`src/rtl/core/mf5_pkg.sv`:
```
// Shared types, constants and the sorting network layer function for the
// 5x5 RGB median filter. Used by every module in rtl/core.
`timescale 1ns / 1ps
package mf5_pkg;

   localparam int MAX_PADDED_PX = 1024;
   localparam int WIN_SIZE      = 5;
   localparam int CHANNELS      = 3;
   localparam int HIST_ROWS     = WIN_SIZE - 1;
   localparam int LINE_BYTES    = MAX_PADDED_PX * CHANNELS;
   localparam int WIN_SPAN      = (WIN_SIZE - 1) * CHANNELS + 1;
   localparam int TAPS          = WIN_SIZE * WIN_SIZE;
   localparam int ADDR_W        = $clog2(LINE_BYTES);
   localparam int LANE_W        = $clog2(HIST_ROWS);

   // Sorting network size: next power of two above the tap count.
   localparam int SORT_N        = 32;
   localparam int SORT_LAYERS   = 15;
   localparam int LAYERS_PER_STG = 3;
   localparam int SORT_STAGES   = SORT_LAYERS / LAYERS_PER_STG;

   localparam logic [12:0] ROW_COUNT_MAX = 13'd8191;

   // Register indexes of the configuration port.
   localparam logic [1:0] CSR_OUT_WIDTH    = 2'd0;
   localparam logic [1:0] CSR_PADDED_WIDTH = 2'd1;
   localparam logic [1:0] CSR_OUT_HEIGHT   = 2'd2;

   typedef logic [7:0] pix_type;
   typedef logic [SORT_N-1:0][7:0] pix_vec_type;
   typedef logic [TAPS-1:0][7:0] tap_vec_type;
   typedef logic [HIST_ROWS-1:0][7:0] lane_vec_type;

   // Sideband that travels with a beat down the sorter.
   typedef struct packed {
      logic valid;
      logic row_last;
      logic frame_last;
   } tag_type;

   // Merge size (log2 p) and compare distance (log2 k) of each layer.
   localparam int LAYER_LP [SORT_LAYERS] = '{0, 1, 1, 2, 2, 2, 3, 3, 3, 3, 4, 4, 4, 4, 4};
   localparam int LAYER_LK [SORT_LAYERS] = '{0, 1, 0, 2, 1, 0, 3, 2, 1, 0, 4, 3, 2, 1, 0};

   // One layer of the odd-even merge sort: independent compare-exchanges.
   function automatic pix_vec_type sort_layer(input pix_vec_type v, input int lp,
                                              input int lk);
      pix_vec_type r;
      int k;
      int j0;
      int d;
      r  = v;
      k  = 1 << lk;
      j0 = (lk == lp) ? 0 : k;
      for (int x = 0; x < SORT_N; x++) begin
         d = x - j0;
         if (x >= j0 && x + k < SORT_N && (d & (2 * k - 1)) < k &&
             (x >> (lp + 1)) == ((x + k) >> (lp + 1))) begin
            if (v[x] > v[x + k]) begin
               r[x]     = v[x + k];
               r[x + k] = v[x];
            end
         end
      end
      return r;
   endfunction

endpackage

```
`src/rtl/core/mf5_win_row.sv`:
```
// One row cell of the window: a 13-byte shift line with same-channel taps.
// Depends on mf5_pkg.
`timescale 1ns / 1ps
module mf5_win_row (
   input  logic                                  clock,
   input  logic                                  shift,
   input  mf5_pkg::pix_type                      din,
   output logic [mf5_pkg::WIN_SIZE-1:0][7:0]     taps
);
   import mf5_pkg::*;

   logic [WIN_SPAN-1:0][7:0] line_ff;

   // Oldest byte at index 0, newest enters at the top.
   always_ff @(posedge clock) begin
      if (shift) begin
         line_ff <= {din, line_ff[WIN_SPAN-1:1]};
      end
   end

   // Every third byte belongs to the same color channel.
   always_comb begin
      for (int t = 0; t < WIN_SIZE; t++) begin
         taps[t] = line_ff[t * CHANNELS];
      end
   end
endmodule

```
`config.mk`:
```
export PLATFORM = sky130hd
export DESIGN_NAME = mf5_win_row
export DESIGN_NICKNAME = d
export VERILOG_FILES = /design/src/rtl/core/mf5_pkg.sv /design/src/rtl/core/mf5_win_row.sv
export SDC_FILE = /design/constraint.sdc
export NUM_CORES = 1
export LEC_CHECK = 0
export ABC_AREA = 1
export ABC_CLOCK_PERIOD_IN_PS = 2050
export BUFFER_PORTS_ARGS = -buffer_cell sky130_fd_sc_hd__buf_2
export CAP_MARGIN = 20
export CORE_MARGIN = 2
export CORE_UTILIZATION = 55
export DETAILED_ROUTE_END_ITERATION = 10
export PLACE_DENSITY_LB_ADDON = 0.3
export SLEW_MARGIN = 20
export SYNTH_ARGS = -nofsm -noshare
export SYNTH_HDL_FRONTEND = slang
export SYNTH_SLANG_ARGS = --single-unit
export TNS_END_PERCENT = 5
```
`constraint.sdc`:
```
create_clock -name clock -period 2.05 [get_ports clock]
set_input_delay 0.615 -clock clock [delete_from_list [all_inputs] [get_ports clock]]
set_output_delay 0.615 -clock clock [all_outputs]
set_load 0.05 [all_outputs]
```
==> flow_summary.toml <==
[final_layout]
area_delta_synth_final_pct = 8.15
num-multi-input-gates = 0
fillers = 428
final_layout_size_suffix_gt1_frac = 0.366
layout.nets = 177
register_area_um2 = 3120
multi_input_area_um2 = 0
diodes = 0

[setup_path]
required_ps = 1430
critical_path.startpoint_type = "flip-flop"
cp_top_family = "flip-flops"
cpMaxStageDelayCell = "edfxtp_1"
crit_chain = "buf_2"
max_stage_delay_ps = 370
cp_max_fo = 2
arrival_ps = 990
path_class = "flip-flop to output pin"
critPathCaptureType = "output pin"
path_buf_inv = 1

[grt]
grt_usage = 0.115
grt_antenna_before_repair = 0
grt_max_degree = 30
grt_pass1_wl_um = 5890
grt_remaining_overflow = 0
grt_pass1_vias = 1222

[yosys]
synth_top_family_by_area = "buffers and inverters"
seq_area_frac_synth = 0.912
syn_inst = 144
synthSimpleGateAreaFrac = 0
synth_seq_cells = 104
synth-compound-area-share = 0
synth_top_area_share = 0.912
ys_warn_count = 0
synth.distinct_cells = 2
syn_nets = 154
synth_area_um2 = 3420
synth_fa_ha_area_frac = 0
muxShareOfSynthArea = 0
ys_top_cells_by_area = "edfxtp_1 (91%), buf_4 (8.8%)"
synth_area_per_cell_um2 = 23.8
synth-xor-area-share = 0
yosysTopAreaCell = "edfxtp_1"

[clock_tree]
cts_setup_buffers = 0
insertion_delay_ps = 340
htreeDepth = 3
cts_resized = 0
root_buffer = "clkbuf_8"
hold_buffers = 0
cts.clk_slew.worst_paths_ps = 80
clock_sinks = 104
clk_path_buf_depth = 2
cts-buffers-inserted = 9
cts_tree = "done"

[status]
outcome = "finished clean"

[timing]
setup_viol = 0
fmax_mhz = 623
min_period_over_period = 0.783
slew_viol_final = 0
max-slew-margin-rel = 0.729
hold_viol = 0
rsz0062_at_grt = "false"
worstMarginPinSlew_ps = 406
final.min_clock_period_ps = 1610
setup_tns_ps = 0
hold_ws_ps = 423
timing.final.ws_setup_ps = 444
skew_ps = 3.13

[power]
p_clk_frac = 0.289
ir_drop_uv = 622
p_switching_w = 0.000848
internal_power_w = 0.00308
p_per_area_nw_per_um2 = 1060
power.leakage_nw = 1.33
p_total_w = 0.00392
power_switching_share = 0.216
p_comb_frac = 0.069
power_frac_seq = 0.642

[detailed_routing]
drt_iter0_drc = 75
dr.pass1.iters = 3
vias = 1172
wl_per_cell_um = 14.8
routed_wl_um = 3670
drtAntennaViolNets = 0
vias_per_cell = 4.74
drc_errors = 0

[flow_run]
cap_violations = 0

[die]
die_y_um = 82.9
io_pins = 50
die_area_um2 = 6870
die_w_um = 82.9
core_area_um2 = 5960
start_util = 0.575
core.rowCount = 28

[place]
place.gp.congestion = 0.716
io_buffers = 49
pre_cts_ws_ps = 499
dp_hpwl_um = 2310

[min_path]
hold_class = "flip-flop to flip-flop"
-- logic make-up (layout without fill, tap and decap cells) --
group | Yosys count | in the layout
buffers and inverters | 40 | 68
flip-flops | 104 | 104
-- final cells by class --
cell class              instances  share of cell area
clock buffers                  10              0.0345
clock inverters                 6              0.0135
flip-flops and latches        104               0.844
well taps                      75              0.0253
repair buffers                 52              0.0831
-- path summary, 6_finish.rpt --
kind | start | to | slack, ps | cells past startpoint
max reg2reg | taps[38] | line_ff[94] | 1380 | 0
max | taps[29] | taps[29] | 440 | 1
min | line_ff[44] | line_ff[36] | 420 | 0
min reg2reg | line_ff[44] | line_ff[36] | 420 | 0
-- synthesized netlist by cell type --
master / instances
edfxtp_1: 104
buf_4: 40
-- sequential cells by signal, summed over array words and instances (netlist names) --
name / flops
taps: 40
line_ff: 64
-- power groups by stage --
stage               logic, W  registers (W)  clock network (W)
global placement    0.000270        0.00256                  0
global route        0.000282        0.00253            0.00125
CTS                 0.000274        0.00252            0.00117
floorplan           0.000233        0.00255                  0
detailed placement  0.000274        0.00257                  0
finish              0.000271        0.00252            0.00113
-- metal layers --
layer | global-route usage | share of wire
met1 | 0.139 | 0.44
met2 | 0.176 | 0.47
met3 | 0.0447 | 0.063
met4 | 0.0715 | 0.025
met5 | 0 | 0
-- placed cells by master (no fill, tap or decap) --
cell type / Yosys / layout
buf_12: 0 / 3
buf_2: 0 / 48
buf_4: 40 / 1
bufinv_16: 0 / 1
clkbuf_1: 0 / 1
clkbuf_8: 0 / 9
clkinv_1: 0 / 4
clkinv_2: 0 / 1
edfxtp_1: 104 / 104
-- through the flow --
stage	util	instances	cell area [µm²]
finish	0.622	247	3700
global route	0.622	247	3700
CTS	0.622	247	3700
detailed placement	0.592	231	3520
global placement	0.592	231	3520
floorplan	-	144	3420
Note: power is estimated with default switching activity, not from simulation.
