<file path="config.mk">
export PLATFORM = sky130hd
export DESIGN_NAME = mf5_sort_net
export DESIGN_NICKNAME = d
export VERILOG_FILES = /design/src/rtl/core/mf5_pkg.sv /design/src/rtl/core/mf5_sort_net.sv
export SDC_FILE = /design/constraint.sdc
export NUM_CORES = 2
export LEC_CHECK = 0
export BUFFER_PORTS_ARGS = -buffer_cell sky130_fd_sc_hd__buf_2
export CAP_MARGIN = 10
export CORE_AREA = 10 10 360 449
export DETAILED_ROUTE_END_ITERATION = 12
export DIE_AREA = 0 0 370 459
export HOLD_SLACK_MARGIN = 0.02
export SLEW_MARGIN = 20
export SYNTH_ARGS = -nofsm -noshare
export SYNTH_HDL_FRONTEND = slang
export SYNTH_SLANG_ARGS = --single-unit
</file>
<file path="constraint.sdc">
create_clock -name clock -period 7.3 [get_ports clock]
set_input_delay 1.095 -clock clock [delete_from_list [all_inputs] [get_ports clock]]
set_output_delay 1.095 -clock clock [all_outputs]
set_load 0.005 [all_outputs]
</file>
<file path="src/rtl/core/mf5_pkg.sv">
// Shared types, constants and the sorting network layer function for the
// 5x5 RGB median filter. Used by every module in rtl/core.
`timescale 1ns / 1ps
package mf5_pkg;

   localparam int MAX_PADDED_PX = 1024;
   localparam int WIN_SIZE      = 5;
   localparam int CHANNELS      = 3;
   localparam int HIST_ROWS     = WIN_SIZE - 1;
   localparam int LINE_BYTES    = MAX_PADDED_PX * CHANNELS;
   localparam int WIN_SPAN      = (WIN_SIZE - 1) * CHANNELS + 1;
   localparam int TAPS          = WIN_SIZE * WIN_SIZE;
   localparam int ADDR_W        = $clog2(LINE_BYTES);
   localparam int LANE_W        = $clog2(HIST_ROWS);

   // Sorting network size: next power of two above the tap count.
   localparam int SORT_N        = 32;
   localparam int SORT_LAYERS   = 15;
   localparam int LAYERS_PER_STG = 3;
   localparam int SORT_STAGES   = SORT_LAYERS / LAYERS_PER_STG;

   localparam logic [12:0] ROW_COUNT_MAX = 13'd8191;

   // Register indexes of the configuration port.
   localparam logic [1:0] CSR_OUT_WIDTH    = 2'd0;
   localparam logic [1:0] CSR_PADDED_WIDTH = 2'd1;
   localparam logic [1:0] CSR_OUT_HEIGHT   = 2'd2;

   typedef logic [7:0] pix_type;
   typedef logic [SORT_N-1:0][7:0] pix_vec_type;
   typedef logic [TAPS-1:0][7:0] tap_vec_type;
   typedef logic [HIST_ROWS-1:0][7:0] lane_vec_type;

   // Sideband that travels with a beat down the sorter.
   typedef struct packed {
      logic valid;
      logic row_last;
      logic frame_last;
   } tag_type;

   // Merge size (log2 p) and compare distance (log2 k) of each layer.
   localparam int LAYER_LP [SORT_LAYERS] = '{0, 1, 1, 2, 2, 2, 3, 3, 3, 3, 4, 4, 4, 4, 4};
   localparam int LAYER_LK [SORT_LAYERS] = '{0, 1, 0, 2, 1, 0, 3, 2, 1, 0, 4, 3, 2, 1, 0};

   // One layer of the odd-even merge sort: independent compare-exchanges.
   function automatic pix_vec_type sort_layer(input pix_vec_type v, input int lp,
                                              input int lk);
      pix_vec_type r;
      int k;
      int j0;
      int d;
      r  = v;
      k  = 1 << lk;
      j0 = (lk == lp) ? 0 : k;
      for (int x = 0; x < SORT_N; x++) begin
         d = x - j0;
         if (x >= j0 && x + k < SORT_N && (d & (2 * k - 1)) < k &&
             (x >> (lp + 1)) == ((x + k) >> (lp + 1))) begin
            if (v[x] > v[x + k]) begin
               r[x]     = v[x + k];
               r[x + k] = v[x];
            end
         end
      end
      return r;
   endfunction

endpackage

</file>
<file path="src/rtl/core/mf5_sort_net.sv">
// Pipelined odd-even merge sorting network, three layers per stage.
// Depends on mf5_pkg.
`timescale 1ns / 1ps
module mf5_sort_net (
   input  logic                 clock,
   input  logic                 reset,
   input  logic                 adv,
   input  mf5_pkg::tag_type     in_tag,
   input  mf5_pkg::tap_vec_type taps,
   output mf5_pkg::tag_type     out_tag,
   output mf5_pkg::pix_type     median
);
   import mf5_pkg::*;

   pix_vec_type vec_ff [SORT_STAGES];
   tag_type     tag_ff [SORT_STAGES];
   pix_vec_type vec_in [SORT_STAGES];
   pix_vec_type src    [SORT_STAGES];

   // Unused network inputs sit at the maximum so they sort to the top.
   always_comb begin
      src[0] = '1;
      for (int i = 0; i < TAPS; i++) begin
         src[0][i] = taps[i];
      end
      for (int g = 1; g < SORT_STAGES; g++) begin
         src[g] = vec_ff[g-1];
      end
   end

   // Each stage applies its share of the layers to the previous register.
   always_comb begin
      for (int g = 0; g < SORT_STAGES; g++) begin
         vec_in[g] = src[g];
         for (int l = 0; l < LAYERS_PER_STG; l++) begin
            vec_in[g] = sort_layer(vec_in[g], LAYER_LP[g * LAYERS_PER_STG + l],
                                   LAYER_LK[g * LAYERS_PER_STG + l]);
         end
      end
   end

   always_ff @(posedge clock) begin
      if (adv) begin
         for (int g = 0; g < SORT_STAGES; g++) begin
            vec_ff[g] <= vec_in[g];
         end
      end
   end

   always_ff @(posedge clock) begin
      if (reset) begin
         for (int g = 0; g < SORT_STAGES; g++) begin
            tag_ff[g] <= '0;
         end
      end else if (adv) begin
         tag_ff[0] <= in_tag;
         for (int g = 1; g < SORT_STAGES; g++) begin
            tag_ff[g] <= tag_ff[g-1];
         end
      end
   end

   assign out_tag = tag_ff[SORT_STAGES-1];
   assign median  = vec_ff[SORT_STAGES-1][TAPS/2];
endmodule

</file>
==> results.txt <==
----------------------------------------------------
[Die]
  Core Area ... 153,000 µm²
  Full die area ... 170,000 µm²
  Chip height ... 459 µm
  Horiz. Die Dim ... 370 µm
  Num ports ... 217
  Row cnt ... 161
  Effective utilization at floorplan ... 44.7%

[STA]
  Worst slew margin relative to its limit ... 28.2%
  Worst-case clock skew ... 0.0435 ns
  Worst Max-Slew Pin Slew ... 1.08 ns
  Count of final hold-check violations ... 0
  Final count of negative-setup-slack endpoints ... 0
  Setup repair after global routing missed its margin ... false
  Minimum clock period after layout ... 6.83 ns
  Max Freq ... 0.147 GHz
  Share of the clock period used by the worst path after layout ... 93.5%
  Setup TNS ... 0 ns
  Final max-slew violation count ... 0

[Logic synthesis]
  Synthesized flop and latch total ... 727
  Ranking of synthesized cells by area ... sky130_fd_sc_hd__edfxtp_1 (32%), sky130_fd_sc_hd__ha_1 (18%), sky130_fd_sc_hd__mux2i_1 (11%)
  Most frequent cells after synthesis ... sky130_fd_sc_hd__ha_1 (974), sky130_fd_sc_hd__inv_1 (924), sky130_fd_sc_hd__a21oi_1 (730), sky130_fd_sc_hd__edfxtp_1 (727), sky130_fd_sc_hd__mux2i_1 (721)
  Count leader, synth ... sky130_fd_sc_hd__ha_1
  Mean cell area of the mapped netlist ... 9.34 µm²
  Post-synth design cell area ... 68,400 µm²
  Count of different cell masters after synthesis ... 110
  Post-Synthesis Cells ... 7,321
  Proportion of netlist area held by the largest area contributor ... 31.9%
  Post-synthesis cell type with the largest combined area ... sky130_fd_sc_hd__edfxtp_1
  Leading register cell type out of synthesis ... sky130_fd_sc_hd__edfxtp_1
  Share of the yosys chip area belonging to registers ... 31.9%
  Share of async-settable or async-resettable flops after synthesis ... 0%
  Ys Warns ... 0
  Number of synthesized flops with an enable pin ... 727

[Clocking]
  Clock latency at the later pin of the worst-skew pair ... 0.71 ns
  Number of buffers inserted by hold repair at cts ... 0
  Total number of H-tree levels ... 3
  Clock-pin transition on the worst setup and hold timing paths ... 0.06 ns
  Sink count of the clock tree ... 727
  Bufs on Longest Clock Path ... 3
  Buffer count from post-CTS setup fixing ... 0
  TritonCTS clock tree ... done
  Root Buffer ... sky130_fd_sc_hd__clkbuf_16
  Total CTS buffers ... 82

[Critical path]
  Critical path fanouts, max ... 22
  Data required, critical path ... 7.75 ns
  Crit path capture type ... flip-flop
  Launching element type of the critical path ... flip-flop
  Crit path kind ... flip-flop to flip-flop
  Worst EP arrival ... 7.27 ns

[Route]
  Number of vias per cell ... 5.65
  Remaining DRCs ... 0
  Pre-Repair DR Iteration Count ... 6
  Detail Route Antenna Nets ... 0
  Total routed wirelength ... 200 mm
  Mean routed wirelength per cell ... 20.7 µm
  Initial drt markers ... 3,508
  Overall via count from detail_route ... 54,800

[GRT]
  Number of antenna violations at the first check in global routing ... 5
  GRT Util Overall ... 22.8%
  First-pass GRT wire length ... 304 mm
  Met2 capacity usage during global routing ... 39.2%
  Met3 usage ... 2.09%
  Highest-utilization routing layer at the global route stage ... met2
  Met1 usage ... 28.8%
  GR Overflow Total ... 0
  Largest net degree at the start of global routing ... 153
  Number of global-route vias before repair ... 53,200

[Final layout]
  Fraction of layout cells with a size suffix above 1 ... 12.2%
  Net count of the finished layout ... 8,769
  Synth-to-layout area growth ... 10.4%

[Job]
  Count of maximum capacitance violations ... 0

[Placed design]
  Number of buffers inserted by port buffering ... 216
  DPL Wire Length ... 168 mm
  Final RePlAce weighted congestion ... 0.953

[Outcome]
  Outcome ... completed

[Min path]
  Type of the most critical hold path ... flip-flop to flip-flop

----------------------------------------------------
[metal layers]
metal | vias up | wire length (µm)
met1 | 26100 | 87500
met4 | 6 | 9670
li1 | 27300 | -
met5 | - | 38
met2 | 1141 | 95600
met3 | 273 | 7380
[registers in the layout, indices dropped and copies added, names as in the netlist]
| signal | cells |
|---|---|
| tag_ff | 15 |
| vec_ff | 712 |
[timing repair]
item,CTS,global route
resized for setup,0,1
endpoints found under the setup margin,0,13
hold endpoints to repair,0,0
[worst max-delay path, cell delays in order, from the launching register on]
cell and delay (ns):
sky130_fd_sc_hd__edfxtp_1 0.51, sky130_fd_sc_hd__ha_1 0.37, sky130_fd_sc_hd__nand4_1 0.12, sky130_fd_sc_hd__o21ai_0 0.29, sky130_fd_sc_hd__and2_1 0.67, sky130_fd_sc_hd__nor2_1 0.08
sky130_fd_sc_hd__a21oi_1 0.27, sky130_fd_sc_hd__inv_1 0.08, sky130_fd_sc_hd__ha_1 0.30, sky130_fd_sc_hd__a21o_1 0.16, sky130_fd_sc_hd__a21oi_1 0.14, sky130_fd_sc_hd__inv_1 0.06
sky130_fd_sc_hd__a2111oi_0 0.61, sky130_fd_sc_hd__o211ai_1 0.21, sky130_fd_sc_hd__nand2_1 0.16, sky130_fd_sc_hd__mux2i_1 0.41, sky130_fd_sc_hd__ha_1 0.32, sky130_fd_sc_hd__nor2b_1 0.14
sky130_fd_sc_hd__o21a_1 0.16, sky130_fd_sc_hd__o21ai_0 0.17, sky130_fd_sc_hd__nand2b_1 0.08, sky130_fd_sc_hd__a21oi_1 0.14, sky130_fd_sc_hd__o21ai_0 0.08, sky130_fd_sc_hd__o21ai_1 0.39
sky130_fd_sc_hd__buf_4 0.29, sky130_fd_sc_hd__mux2_2 0.36
[metrics by stage]
step | worst slack (ns) | instance area [µm²] | hold slack [ns] | cells | utilization (%)
4_1_cts | 0.459 | 75500 | 0.415 | 9693 | 49.3
5_1_grt | 0.0585 | 75500 | 0.424 | 9694 | 49.3
6_report | 0.475 | 75500 | 0.414 | 9694 | 49.3
3_5_place_dp | 0.0856 | 72600 | 0.405 | 9542 | 47.4
3_3_place_gp | 0.0978 | 72600 | 0.401 | 9542 | 47.4
2_1_floorplan | 0.360 | 68500 | 0.400 | 7365 | -
[cell families (layout without fill, tap and decap cells)]
group	count (synthesis)	in the layout	synth area share (%)
fa+ha+maj	974	974	17.8
compound gates	1783	1783	16.4
flops	727	727	31.9
buf+inv	1191	1482	6.70
mux	1007	1007	15.3
simple gates	1625	1625	11.7
xor+xnor	12	12	0.154
other cells	2	47	0.0110
[cell type report]
type,instances,area [µm²]
flip-flops and latches,727,21800
clock inverters,57,669
fillers,14400,77600
clock buffers,94,2160
diodes,1,2.50
well taps,2037,2550
multi-input cells,5447,42200
inverters,924,3470
repair buffers,407,2600
[cells in the final DEF (no fill, tap or decap), drive strengths merged, types with 181 or more instances in the layout]
| cell type | n |
|---|---|
| a21oi | 731 |
| nand3 | 181 |
| edfxtp | 727 |
| nor2 | 532 |
| inv | 936 |
| ha | 974 |
| buf | 407 |
| mux2 | 286 |
| mux2i | 721 |
| nand2 | 273 |
| o21ai | 352 |
[path summary, 6_finish.rpt]
check / start / end / slack, ns / cells past startpoint
setup / recovery: vec_ff[0][311] / vec_ff[0][578] / 0.47 / 25
hold / removal: vec_ff[0][199] / vec_ff[0][455] / 0.41 / 0
setup reg to reg: vec_ff[0][311] / vec_ff[0][578] / 0.47 / 25
hold reg to reg: vec_ff[0][199] / vec_ff[0][455] / 0.41 / 0
Power is left out: the tool's default activity adds up to more than one toggle a clock period on the data nets, which glitch-free logic cannot reach.
